### src/first_fit_pool_allocator_unit_macros.svh
// ---------------------------------------------------------------------------
// Assertion macros for the first-fit pool allocator
// Clocked concurrent checks that compile away when SYNTHESIS is set.
// ---------------------------------------------------------------------------
`ifndef FIRST_FIT_POOL_ALLOCATOR_UNIT_MACROS_SVH
`define FIRST_FIT_POOL_ALLOCATOR_UNIT_MACROS_SVH

`ifndef SYNTHESIS
`define FFPA_ASSERT(lbl, clk, rst_n, prop, msg) \
	lbl: assert property (@(posedge clk) disable iff (!rst_n) (prop)) else $error(msg);
`define FFPA_ASSERT_NEXT(lbl, clk, rst_n, ante, cons, msg) \
	lbl: assert property (@(posedge clk) disable iff (!rst_n) (ante) |=> (cons)) \
		else $error(msg);
`else
`define FFPA_ASSERT(lbl, clk, rst_n, prop, msg)
`define FFPA_ASSERT_NEXT(lbl, clk, rst_n, ante, cons, msg)
`endif

`endif

### src/ffpa_pkg.sv
// ---------------------------------------------------------------------------
// ffpa_pkg
// Shared types and constants of the first-fit pool allocator.
// ---------------------------------------------------------------------------
`timescale 1ns / 1ps

package ffpa_pkg;

	localparam int unsigned AW = 16; // extent start / block address
	localparam int unsigned LW = 17; // extent length / free total
	localparam int unsigned SW = 18; // rounded request size
	localparam int unsigned EW = 19; // address + size sums
	localparam int unsigned DW = AW + LW; // table entry {start, length}

	typedef enum logic [1:0] {
		ST_OK    = 2'd0,
		ST_FAIL  = 2'd1,
		ST_RANGE = 2'd2,
		ST_FULL  = 2'd3
	} status_t;

	typedef enum logic [3:0] {
		S_INIT,
		S_IDLE,
		S_RND1,
		S_RND2,
		S_DISP,
		S_RD,
		S_CHK,
		S_FREE,
		S_DNRD,
		S_DNWR,
		S_UPRD,
		S_UPWR,
		S_DONE
	} state_t;

endpackage

### src/first_fit_pool_allocator_unit.sv
// First-fit pool allocator. A request runs through two rounding steps, dispatch, a read
// and a check per extent entry scanned and a read and a write per entry shifted, plus a
// step each for a scan that runs off the table end, the free neighbor check and the last
// shift step, then done. One request at a time: the next is accepted in the cycle after
// its response is registered, later while a response waits.
// Reset (arst_n low) clears control; the S_INIT state after it writes the pool-wide extent.
// ---------------------------------------------------------------------------
// first_fit_pool_allocator_unit
// Address-ordered free extent table with first-fit allocate and coalescing free.
// ---------------------------------------------------------------------------
`timescale 1ns / 1ps
`include "first_fit_pool_allocator_unit_macros.svh"

module first_fit_pool_allocator_unit
	import ffpa_pkg::*;
#(
	parameter int unsigned POOL_BYTES    = 65536,
	parameter int unsigned GRANULE_BYTES = 16,
	parameter int unsigned MAX_EXTENTS   = 64
) (
	input  logic        clk,
	input  logic        arst_n,
	input  logic        s_axis_tvalid,
	output logic        s_axis_tready,
	input  logic [39:0] s_axis_tdata,  // req_size[16:0], block_addr[32:17], zero pad
	input  logic        s_axis_tuser,  // func (0 allocate, 1 free)
	output logic        m_axis_tvalid,
	input  logic        m_axis_tready,
	output logic [39:0] m_axis_tdata   // result_addr[15:0], status[17:16], free_total[34:18]
);

	localparam int unsigned CW = $clog2(MAX_EXTENTS + 1);
	localparam int unsigned IW = $clog2(MAX_EXTENTS);
	localparam int unsigned GW = $clog2(GRANULE_BYTES + 1);
	localparam int unsigned SH = SW + $clog2(GRANULE_BYTES);
	localparam int unsigned RW = SH + 1;
	localparam longint unsigned RECIP_L =
		((64'd1 << SH) + GRANULE_BYTES - 1) / GRANULE_BYTES;
	localparam logic [RW-1:0] RECIP = RW'(RECIP_L);
	localparam logic [EW-1:0] POOL_E = EW'(POOL_BYTES);

	state_t state_q, state_d;

	logic          func_q;
	logic [LW-1:0] req_q;
	logic [AW-1:0] baddr_q;
	logic [SW-1:0] size_q;
	logic [SW+RW-1:0] prod_q;
	logic [CW-1:0] idx_q, ins_q, cnt_q;
	logic [LW-1:0] free_q;
	logic [AW-1:0] pst_q, nst_q;
	logic [LW-1:0] plen_q, nlen_q;
	logic          hn_q;
	logic [AW-1:0] res_q;
	status_t       stat_q;
	logic          ov_q;
	logic [39:0]   odata_q;

	logic          ram_we;
	logic [IW-1:0] ram_waddr, ram_raddr;
	logic [DW-1:0] ram_wdata, ram_rdata;

	logic [AW-1:0] r_st;
	logic [LW-1:0] r_len;
	logic [CW-1:0] idx_p1, idx_m1;
	logic [EW-1:0] end_e, pend_e, len_e, size_e, addr_e;
	logic          has_prev, ovl, jp, jn, fit, exact, out_free;
	logic [SW-1:0] quot;

	ffpa_ram #(.WIDTH(DW), .DEPTH(MAX_EXTENTS)) u_tbl (
		.clk   (clk),
		.we    (ram_we),
		.waddr (ram_waddr),
		.wdata (ram_wdata),
		.raddr (ram_raddr),
		.rdata (ram_rdata)
	);

	assign r_st     = ram_rdata[DW-1:LW];
	assign r_len    = ram_rdata[LW-1:0];
	assign idx_p1   = idx_q + CW'(1);
	assign idx_m1   = idx_q - CW'(1);
	assign size_e   = EW'(size_q);
	assign addr_e   = EW'(baddr_q);
	assign end_e    = addr_e + size_e;
	assign pend_e   = EW'(pst_q) + EW'(plen_q);
	assign len_e    = EW'(r_len);
	assign fit      = len_e >= size_e;
	assign exact    = len_e == size_e;
	assign has_prev = idx_q != '0;
	// overlap with the neighbor below or above makes the free invalid
	assign ovl      = (has_prev && pend_e > addr_e) || (hn_q && end_e > EW'(nst_q));
	assign jp       = has_prev && pend_e == addr_e;
	assign jn       = hn_q && end_e == EW'(nst_q);
	assign quot     = prod_q[SH +: SW];
	assign out_free = !ov_q || m_axis_tready;

	assign s_axis_tready = state_q == S_IDLE;
	assign m_axis_tvalid = ov_q;
	assign m_axis_tdata  = odata_q;

	// next state
	always_comb begin
		state_d = state_q;
		case (state_q)
			S_INIT: state_d = S_IDLE;
			S_IDLE: begin
				if (s_axis_tvalid) state_d = S_RND1;
			end
			S_RND1: state_d = S_RND2;
			S_RND2: state_d = S_DISP;
			S_DISP: begin
				if (size_q == '0 || (func_q && end_e > POOL_E)) state_d = S_DONE;
				else state_d = S_RD;
			end
			S_RD: begin
				if (idx_q == cnt_q) state_d = func_q ? S_FREE : S_DONE;
				else state_d = S_CHK;
			end
			S_CHK: begin
				if (func_q) begin
					state_d = (EW'(r_st) > addr_e) ? S_FREE : S_RD;
				end else if (fit) begin
					state_d = exact ? S_DNRD : S_DONE;
				end else begin
					state_d = S_RD;
				end
			end
			S_FREE: begin
				if (ovl) state_d = S_DONE;
				else if (jp && jn) state_d = S_DNRD;
				else if (jp || jn) state_d = S_DONE;
				else if (cnt_q == CW'(MAX_EXTENTS)) state_d = S_DONE;
				else state_d = S_UPRD;
			end
			S_DNRD: state_d = (idx_p1 >= cnt_q) ? S_DONE : S_DNWR;
			S_DNWR: state_d = S_DNRD;
			S_UPRD: state_d = (idx_q == ins_q) ? S_DONE : S_UPWR;
			S_UPWR: state_d = S_UPRD;
			S_DONE: begin
				if (out_free) state_d = S_IDLE;
			end
			default: state_d = S_IDLE;
		endcase
	end

	// table port control
	always_comb begin
		ram_we    = 1'b0;
		ram_waddr = idx_q[IW-1:0];
		ram_wdata = {r_st, r_len};
		ram_raddr = idx_q[IW-1:0];
		case (state_q)
			S_INIT: begin
				ram_we    = 1'b1;
				ram_waddr = '0;
				ram_wdata = {AW'(0), LW'(POOL_BYTES)};
			end
			S_CHK: begin
				if (!func_q && fit && !exact) begin
					ram_we    = 1'b1;
					ram_wdata = {r_st, r_len - LW'(size_q)};
				end
			end
			S_FREE: begin
				if (!ovl && jp) begin
					ram_we    = 1'b1;
					ram_waddr = idx_m1[IW-1:0];
					ram_wdata = {pst_q, jn ? plen_q + LW'(size_q) + nlen_q
						: plen_q + LW'(size_q)};
				end else if (!ovl && jn) begin
					ram_we    = 1'b1;
					ram_wdata = {baddr_q, nlen_q + LW'(size_q)};
				end
			end
			S_DNRD: ram_raddr = idx_p1[IW-1:0];
			S_DNWR: ram_we = 1'b1;
			S_UPRD: begin
				ram_raddr = idx_m1[IW-1:0];
				if (idx_q == ins_q) begin
					ram_we    = 1'b1;
					ram_wdata = {baddr_q, LW'(size_q)};
				end
			end
			S_UPWR: ram_we = 1'b1;
			default: ram_we = 1'b0;
		endcase
	end

	always_ff @(posedge clk or negedge arst_n) begin
		if (!arst_n) begin
			state_q <= S_INIT;
			cnt_q   <= CW'(1);
			free_q  <= LW'(POOL_BYTES);
			ov_q    <= 1'b0;
		end else begin
			state_q <= state_d;
			if (state_q == S_DONE && out_free) ov_q <= 1'b1;
			else if (ov_q && m_axis_tready) ov_q <= 1'b0;
			case (state_q)
				S_DNRD: begin
					if (idx_p1 >= cnt_q) cnt_q <= cnt_q - CW'(1);
				end
				S_UPRD: begin
					if (idx_q == ins_q) begin
						cnt_q  <= cnt_q + CW'(1);
						free_q <= free_q + LW'(size_q);
					end
				end
				S_CHK: begin
					if (!func_q && fit) free_q <= free_q - LW'(size_q);
				end
				S_FREE: begin
					if (!ovl && (jp || jn)) free_q <= free_q + LW'(size_q);
				end
				default: ;
			endcase
		end
	end

	// request payload and working registers
	always_ff @(posedge clk) begin
		case (state_q)
			S_IDLE: begin
				func_q  <= s_axis_tuser;
				req_q   <= s_axis_tdata[16:0];
				baddr_q <= s_axis_tdata[32:17];
				res_q   <= '0;
				stat_q  <= ST_OK;
				idx_q   <= '0;
				hn_q    <= 1'b0;
			end
			S_RND1: prod_q <= (SW+RW)'(SW'(req_q) + SW'(GRANULE_BYTES - 1))
				* (SW+RW)'(RECIP);
			S_RND2: size_q <= SW'(quot * GW'(GRANULE_BYTES));
			S_DISP: begin
				if (size_q == '0) stat_q <= ST_FAIL;
				else if (func_q && end_e > POOL_E) stat_q <= ST_RANGE;
			end
			S_RD: begin
				if (idx_q == cnt_q && !func_q) stat_q <= ST_FAIL;
			end
			S_CHK: begin
				if (func_q) begin
					if (EW'(r_st) > addr_e) begin
						hn_q   <= 1'b1;
						nst_q  <= r_st;
						nlen_q <= r_len;
					end else begin
						pst_q  <= r_st;
						plen_q <= r_len;
						idx_q  <= idx_p1;
					end
				end else if (fit) begin
					res_q <= exact ? r_st : AW'(EW'(r_st) + len_e - size_e);
				end else begin
					idx_q <= idx_p1;
				end
			end
			S_FREE: begin
				ins_q <= idx_q;
				if (ovl) stat_q <= ST_RANGE;
				else if (!jp && !jn && cnt_q == CW'(MAX_EXTENTS)) stat_q <= ST_FULL;
				else if (!jp && !jn) idx_q <= cnt_q;
			end
			S_DNWR: idx_q <= idx_p1;
			S_UPWR: idx_q <= idx_m1;
			S_DONE: begin
				// hold the waiting response until it is taken
				if (out_free) odata_q <= {5'd0, free_q, stat_q, res_q};
			end
			default: ;
		endcase
	end

	`FFPA_ASSERT(a_cnt_bound, clk, arst_n, cnt_q <= CW'(MAX_EXTENTS), "extent count overflow")
	`FFPA_ASSERT(a_free_bound, clk, arst_n, EW'(free_q) <= POOL_E, "free total above pool")
	`FFPA_ASSERT_NEXT(a_ins_room, clk, arst_n, state_q == S_UPRD && idx_q == ins_q,
		cnt_q <= CW'(MAX_EXTENTS) && cnt_q != '0, "insert into full table")

endmodule

### src/ffpa_ram.sv
// ---------------------------------------------------------------------------
// ffpa_ram
// Generic simple dual-port RAM, one write port, registered read port.
// ---------------------------------------------------------------------------
`timescale 1ns / 1ps

module ffpa_ram #(
	parameter int unsigned WIDTH = 8,
	parameter int unsigned DEPTH = 16
) (
	input  logic                     clk,
	input  logic                     we,
	input  logic [$clog2(DEPTH)-1:0] waddr,
	input  logic [WIDTH-1:0]         wdata,
	input  logic [$clog2(DEPTH)-1:0] raddr,
	output logic [WIDTH-1:0]         rdata
);

	logic [WIDTH-1:0] mem_q [DEPTH];
	logic [WIDTH-1:0] rdata_q;

	always_ff @(posedge clk) begin
		if (we) begin
			mem_q[waddr] <= wdata;
		end
		rdata_q <= mem_q[raddr];
	end

	assign rdata = rdata_q;

endmodule
### config.mk
export PLATFORM = sky130hd
export DESIGN_NAME = first_fit_pool_allocator_unit
export DESIGN_NICKNAME = d
export VERILOG_FILES = /design/src/ffpa_pkg.sv /design/src/first_fit_pool_allocator_unit.sv /design/src/ffpa_ram.sv
export VERILOG_INCLUDE_DIRS = /design/src /design/src/src
export SDC_FILE = /design/constraint.sdc
export NUM_CORES = 2
export LEC_CHECK = 0
export ABC_AREA = 1
export BUFFER_PORTS_ARGS = -buffer_cell sky130_fd_sc_hd__clkbuf_2
export CAP_MARGIN = 15
export CORE_UTILIZATION = 30
export CTS_CLUSTER_DIAMETER = 100
export DETAILED_ROUTE_END_ITERATION = 10
export SLEW_MARGIN = 40
export SYNTH_ARGS = -nofsm -noshare
export SYNTH_HDL_FRONTEND = slang
export SYNTH_SLANG_ARGS = --single-unit
### constraint.sdc
create_clock -name clk -period 7.25 [get_ports clk]
set_input_delay 2.175 -clock clk [delete_from_list [all_inputs] [get_ports clk]]
set_output_delay 2.175 -clock clk [all_outputs]
set_load 0.03 [all_outputs]
==> flow_summary.json <==
{
  "outcome": "finished, final reports clean",
  "drc": 0,
  "yosysTopAreaCell": "edfxtp_1",
  "yosys.area_share.simple": 0.09198,
  "cts_tree": "yes",
  "mostFrequentLayoutCells": "2304 x edfxtp_1, 1190 x nor2_1, 1039 x o21ai_0",
  "seq_area_frac_synth": 0.7022,
  "vias": 67280,
  "synth-edff-count": 2304,
  "synthFlopType": "edfxtp_1",
  "drv_slew": 0,
  "drtIter0Drc": 8317,
  "synth_fa_ha_area_frac": 0.02623,
  "muxShareOfSynthArea": 0.0001995,
  "synth_cells": 7919,
  "leakage_nw": 37.29,
  "vias_per_cell": 5.382,
  "io_pins": 87,
  "tightest_slew_ns": 0.9508,
  "nNetsFinal": 8179,
  "crit_arrival_ns": 6.83,
  "p_seq_frac": 0.358,
  "critPathLaunchType": "flip-flop",
  "p_sw_frac": 0.4315,
  "clk_latency_ns": 0.93,
  "cpMaxStageDelayCell": "nand2_2",
  "yosysWarnings": 0,
  "fin_cells": 12500,
  "h-tree-depth": 4,
  "clkTransAtPathRegs_ns": 0.07,
  "synthArstFlopShare": 0.01058,
  "cts_hold_buffers": 0,
  "synth_cell_type_count": 70,
  "cts_max_path_buffers": 4,
  "postRouteAntennaNets": 0,
  "vdd_ir_drop_max_mv": 0.3719,
  "grt_first_pass_wirelength_um": 434100,
  "cts.sinks": 2362,
  "cts_resized": 0,
  "cpPeakStageDelay_ns": 0.57,
  "fmax_ghz": 0.1597,
  "core_area_um2": 333200,
  "synth_xor_area_frac": 0.01020,
  "fill_cells": 32160,
  "min_path_type": "flip-flop to flip-flop",
  "post-place-cells": 12090,
  "layout_commonest_cell": "edfxtp_1",
  "gp_congestion": 0.9269,
  "cap_violations": 0,
  "grt_max_degree": 164,
  "start_util": 0.3012,
  "drive_gt1_frac": 0.09581,
  "antenna_found_initial": 11,
  "grt-ovfl-total": 0,
  "crit_path_cell_trace": "ha_1 -> a21oi_1 -> nand2_1 -> nand2_1 -> nand2_1 -> a31oi_1 -> o21ai_0 -> xor2_1 -> ha_1 -> nand2_1 -> nor2_1 -> nand2_1 -> nor4_1 -> a21oi_1 -> o21ai_4 -> nand3b_2 -> inv_1 -> o21ai_0 -> nand2_2 -> buf_4",
  "grt_pass1_vias": 64120,
  "cts_buffers": 231,
  "num_rows": 212,
  "avgRoutedWirePerCell_um": 24.07,
  "path_class": "flip-flop to flip-flop",
  "switching_power_mw": 23.65,
  "crit_top_cell": "nand2_1",
  "slew-limit-headroom": 0.3662,
  "power_frac_comb": 0.431,
  "synthTopCellsByArea": "edfxtp_1 69%, o21ai_0 5.2%, nor2_1 4.7%",
  "synth_seq_cells": 2362,
  "yosysTopAreaCellShare": 0.6894,
  "power_density_nw_per_um2": 481.4,
  "die_h_um": 580.4,
  "dp_hpwl_um": 172800,
  "drt_first_pass_iters": 9,
  "crit_fanout": 35,
  "end_kind": "flip-flop",
  "crit_required_ns": 7.82,
  "rsz0062_at_grt": "false",
  "finalCriticalPeriod_ns": 6.263,
  "fin_crit_sh": 0.8639,
  "fin_worst_skew_ns": 0.1118,
  "synth_top_family_by_area": "compound AO/OA/AOI/OAI gates",
  "clockPowerShare": 0.211,
  "drt_wl_total_um": 300900,
  "avgSynthCellArea_um2": 12.67,
  "final-hold-violation-count": 0,
  "internal_power_mw": 31.16,
  "die_w_um": 580.4,
  "post-cts-setup-buffer-count": 0,
  "numPortBuffers": 70,
  "dieArea_um2": 336900,
  "synth_compound_area_frac": 0.1357,
  "finalSetupViolCount": 0,
  "syn-cell-area_um2": 100400,
  "fin_setup_tns_ns": 0,
  "cts-root-buf": "clkbuf_16",
  "gr-usage-all-layers": 0.1716,
  "area_growth_pct": 13.45
}
==> cells by family after synthesis <==
group | Yosys count
buffers and inverters | 800
AND/OR/NAND/NOR | 2195
AO/OA/AOI/OAI | 2244
other | 1
multiplexers | 2
flip-flops | 2362
XOR/XNOR | 116
adder cells (fa/ha/maj) | 199
==> cell usage after synthesis (all sizes together), types with 2 or more instances <==
cell,number
edfxtp,2304
nor2,1275
o21ai,1155
nand2,489
nand3,327
clkbuf,315
inv,304
o211ai,291
o22ai,279
o221ai,272
buf,181
ha,180
a21oi,164
xor2,77
xnor2,39
nand4,37
dfxtp,33
nor3,29
dfrtp,23
a22oi,20
fa,19
a31oi,15
nor4,13
a21o,10
or2,10
o21bai,8
nand3b,7
a211oi,5
a221oi,5
o31ai,5
o2111ai,4
a21boi,3
nor3b,3
dfstp,2
mux2i,2
o21a,2
==> final cells by class <==
type | instances | area [um2] | area share
Sequential cell | 2362 | 70480 | 0.6189
Inverter | 304 | 1166 | 0.01024
Antenna cell | 3 | 7.507 | 0.00006593
Multi-Input combinational cell | 4765 | 27280 | 0.2396
Timing Repair Buffer | 271 | 2345 | 0.02059
Clock buffer | 302 | 6151 | 0.05402
Clock inverter | 106 | 948.4 | 0.008329
Tap cell | 4387 | 5489 | 0.04821
==> metal layers <==
layer,vias up,track usage,share of wire
li1,29720,-,-
met1,34090,0.2406,0.43
met2,3011,0.2665,0.45
met3,459,0.02716,0.084
met4,2,0.06556,0.039
met5,-,0,0.000037
==> through the flow <==
step | setup slack, ns | hold WS [ns] | utilization | area (um2) | total power, mW
global route | 0.6492 | 0.4235 | 0.3418 | 113900 | 57.26
detailed placement | 0.9676 | 0.4045 | 0.3201 | 106600 | 43.15
CTS | 1.047 | 0.4194 | 0.3414 | 113700 | 54.65
floorplan | 1.697 | 0.4003 | - | 100400 | 33.71
finish | 0.9866 | 0.4186 | 0.3418 | 113900 | 54.81
global placement | 0.8991 | 0.4105 | 0.3199 | 106600 | 42.50
==> sequential cells by signal (all words and copies together) (netlist names), 13 cells and up <==
name	cells
u_tbl.mem_q	2112
u_tbl.rdata	33
m_axis_tdata	31
nlen_q	17
plen_q	17
req_q	17
baddr_q	16
nst_q	16
pst_q	16
res_q	16
prod_q	14
size_q	14
free_q	13
==> path summary, 6_finish.rpt <==
path	cells past startpoint	slack (ns)	from	end
max	20	0.99	plen_q[2]	u_tbl.mem_q[28][1]
min	0	0.42	res_q[3]	m_axis_tdata[3]
max reg2reg	20	0.99	plen_q[2]	u_tbl.mem_q[28][1]
min reg2reg	0	0.42	res_q[3]	m_axis_tdata[3]
max in group asynchronous	1	5.38	arst_n	cnt_q[1]
min in group asynchronous	1	1.40	arst_n	m_axis_tvalid
==> power by group through the flow <==
stage | registers [mW] | logic [mW] | clock network, mW
floorplan | 19.7 | 14.0 | 0
global placement | 19.9 | 22.6 | 0
detailed placement | 19.9 | 23.3 | 0
CTS | 19.6 | 23.3 | 11.7
global route | 19.7 | 25.4 | 12.2
finish | 19.6 | 23.6 | 11.5
==> critical path, delay by kind of cell (launching register included) <==
family,cells,cell delay [ns]
fa+ha+maj,2,0.69
buf+inv,2,0.91
compound gates,6,1.52
simple gates,9,2.11
flops,1,0.48
xor+xnor,1,0.19
Note: power is estimated with default switching activity, not from simulation.
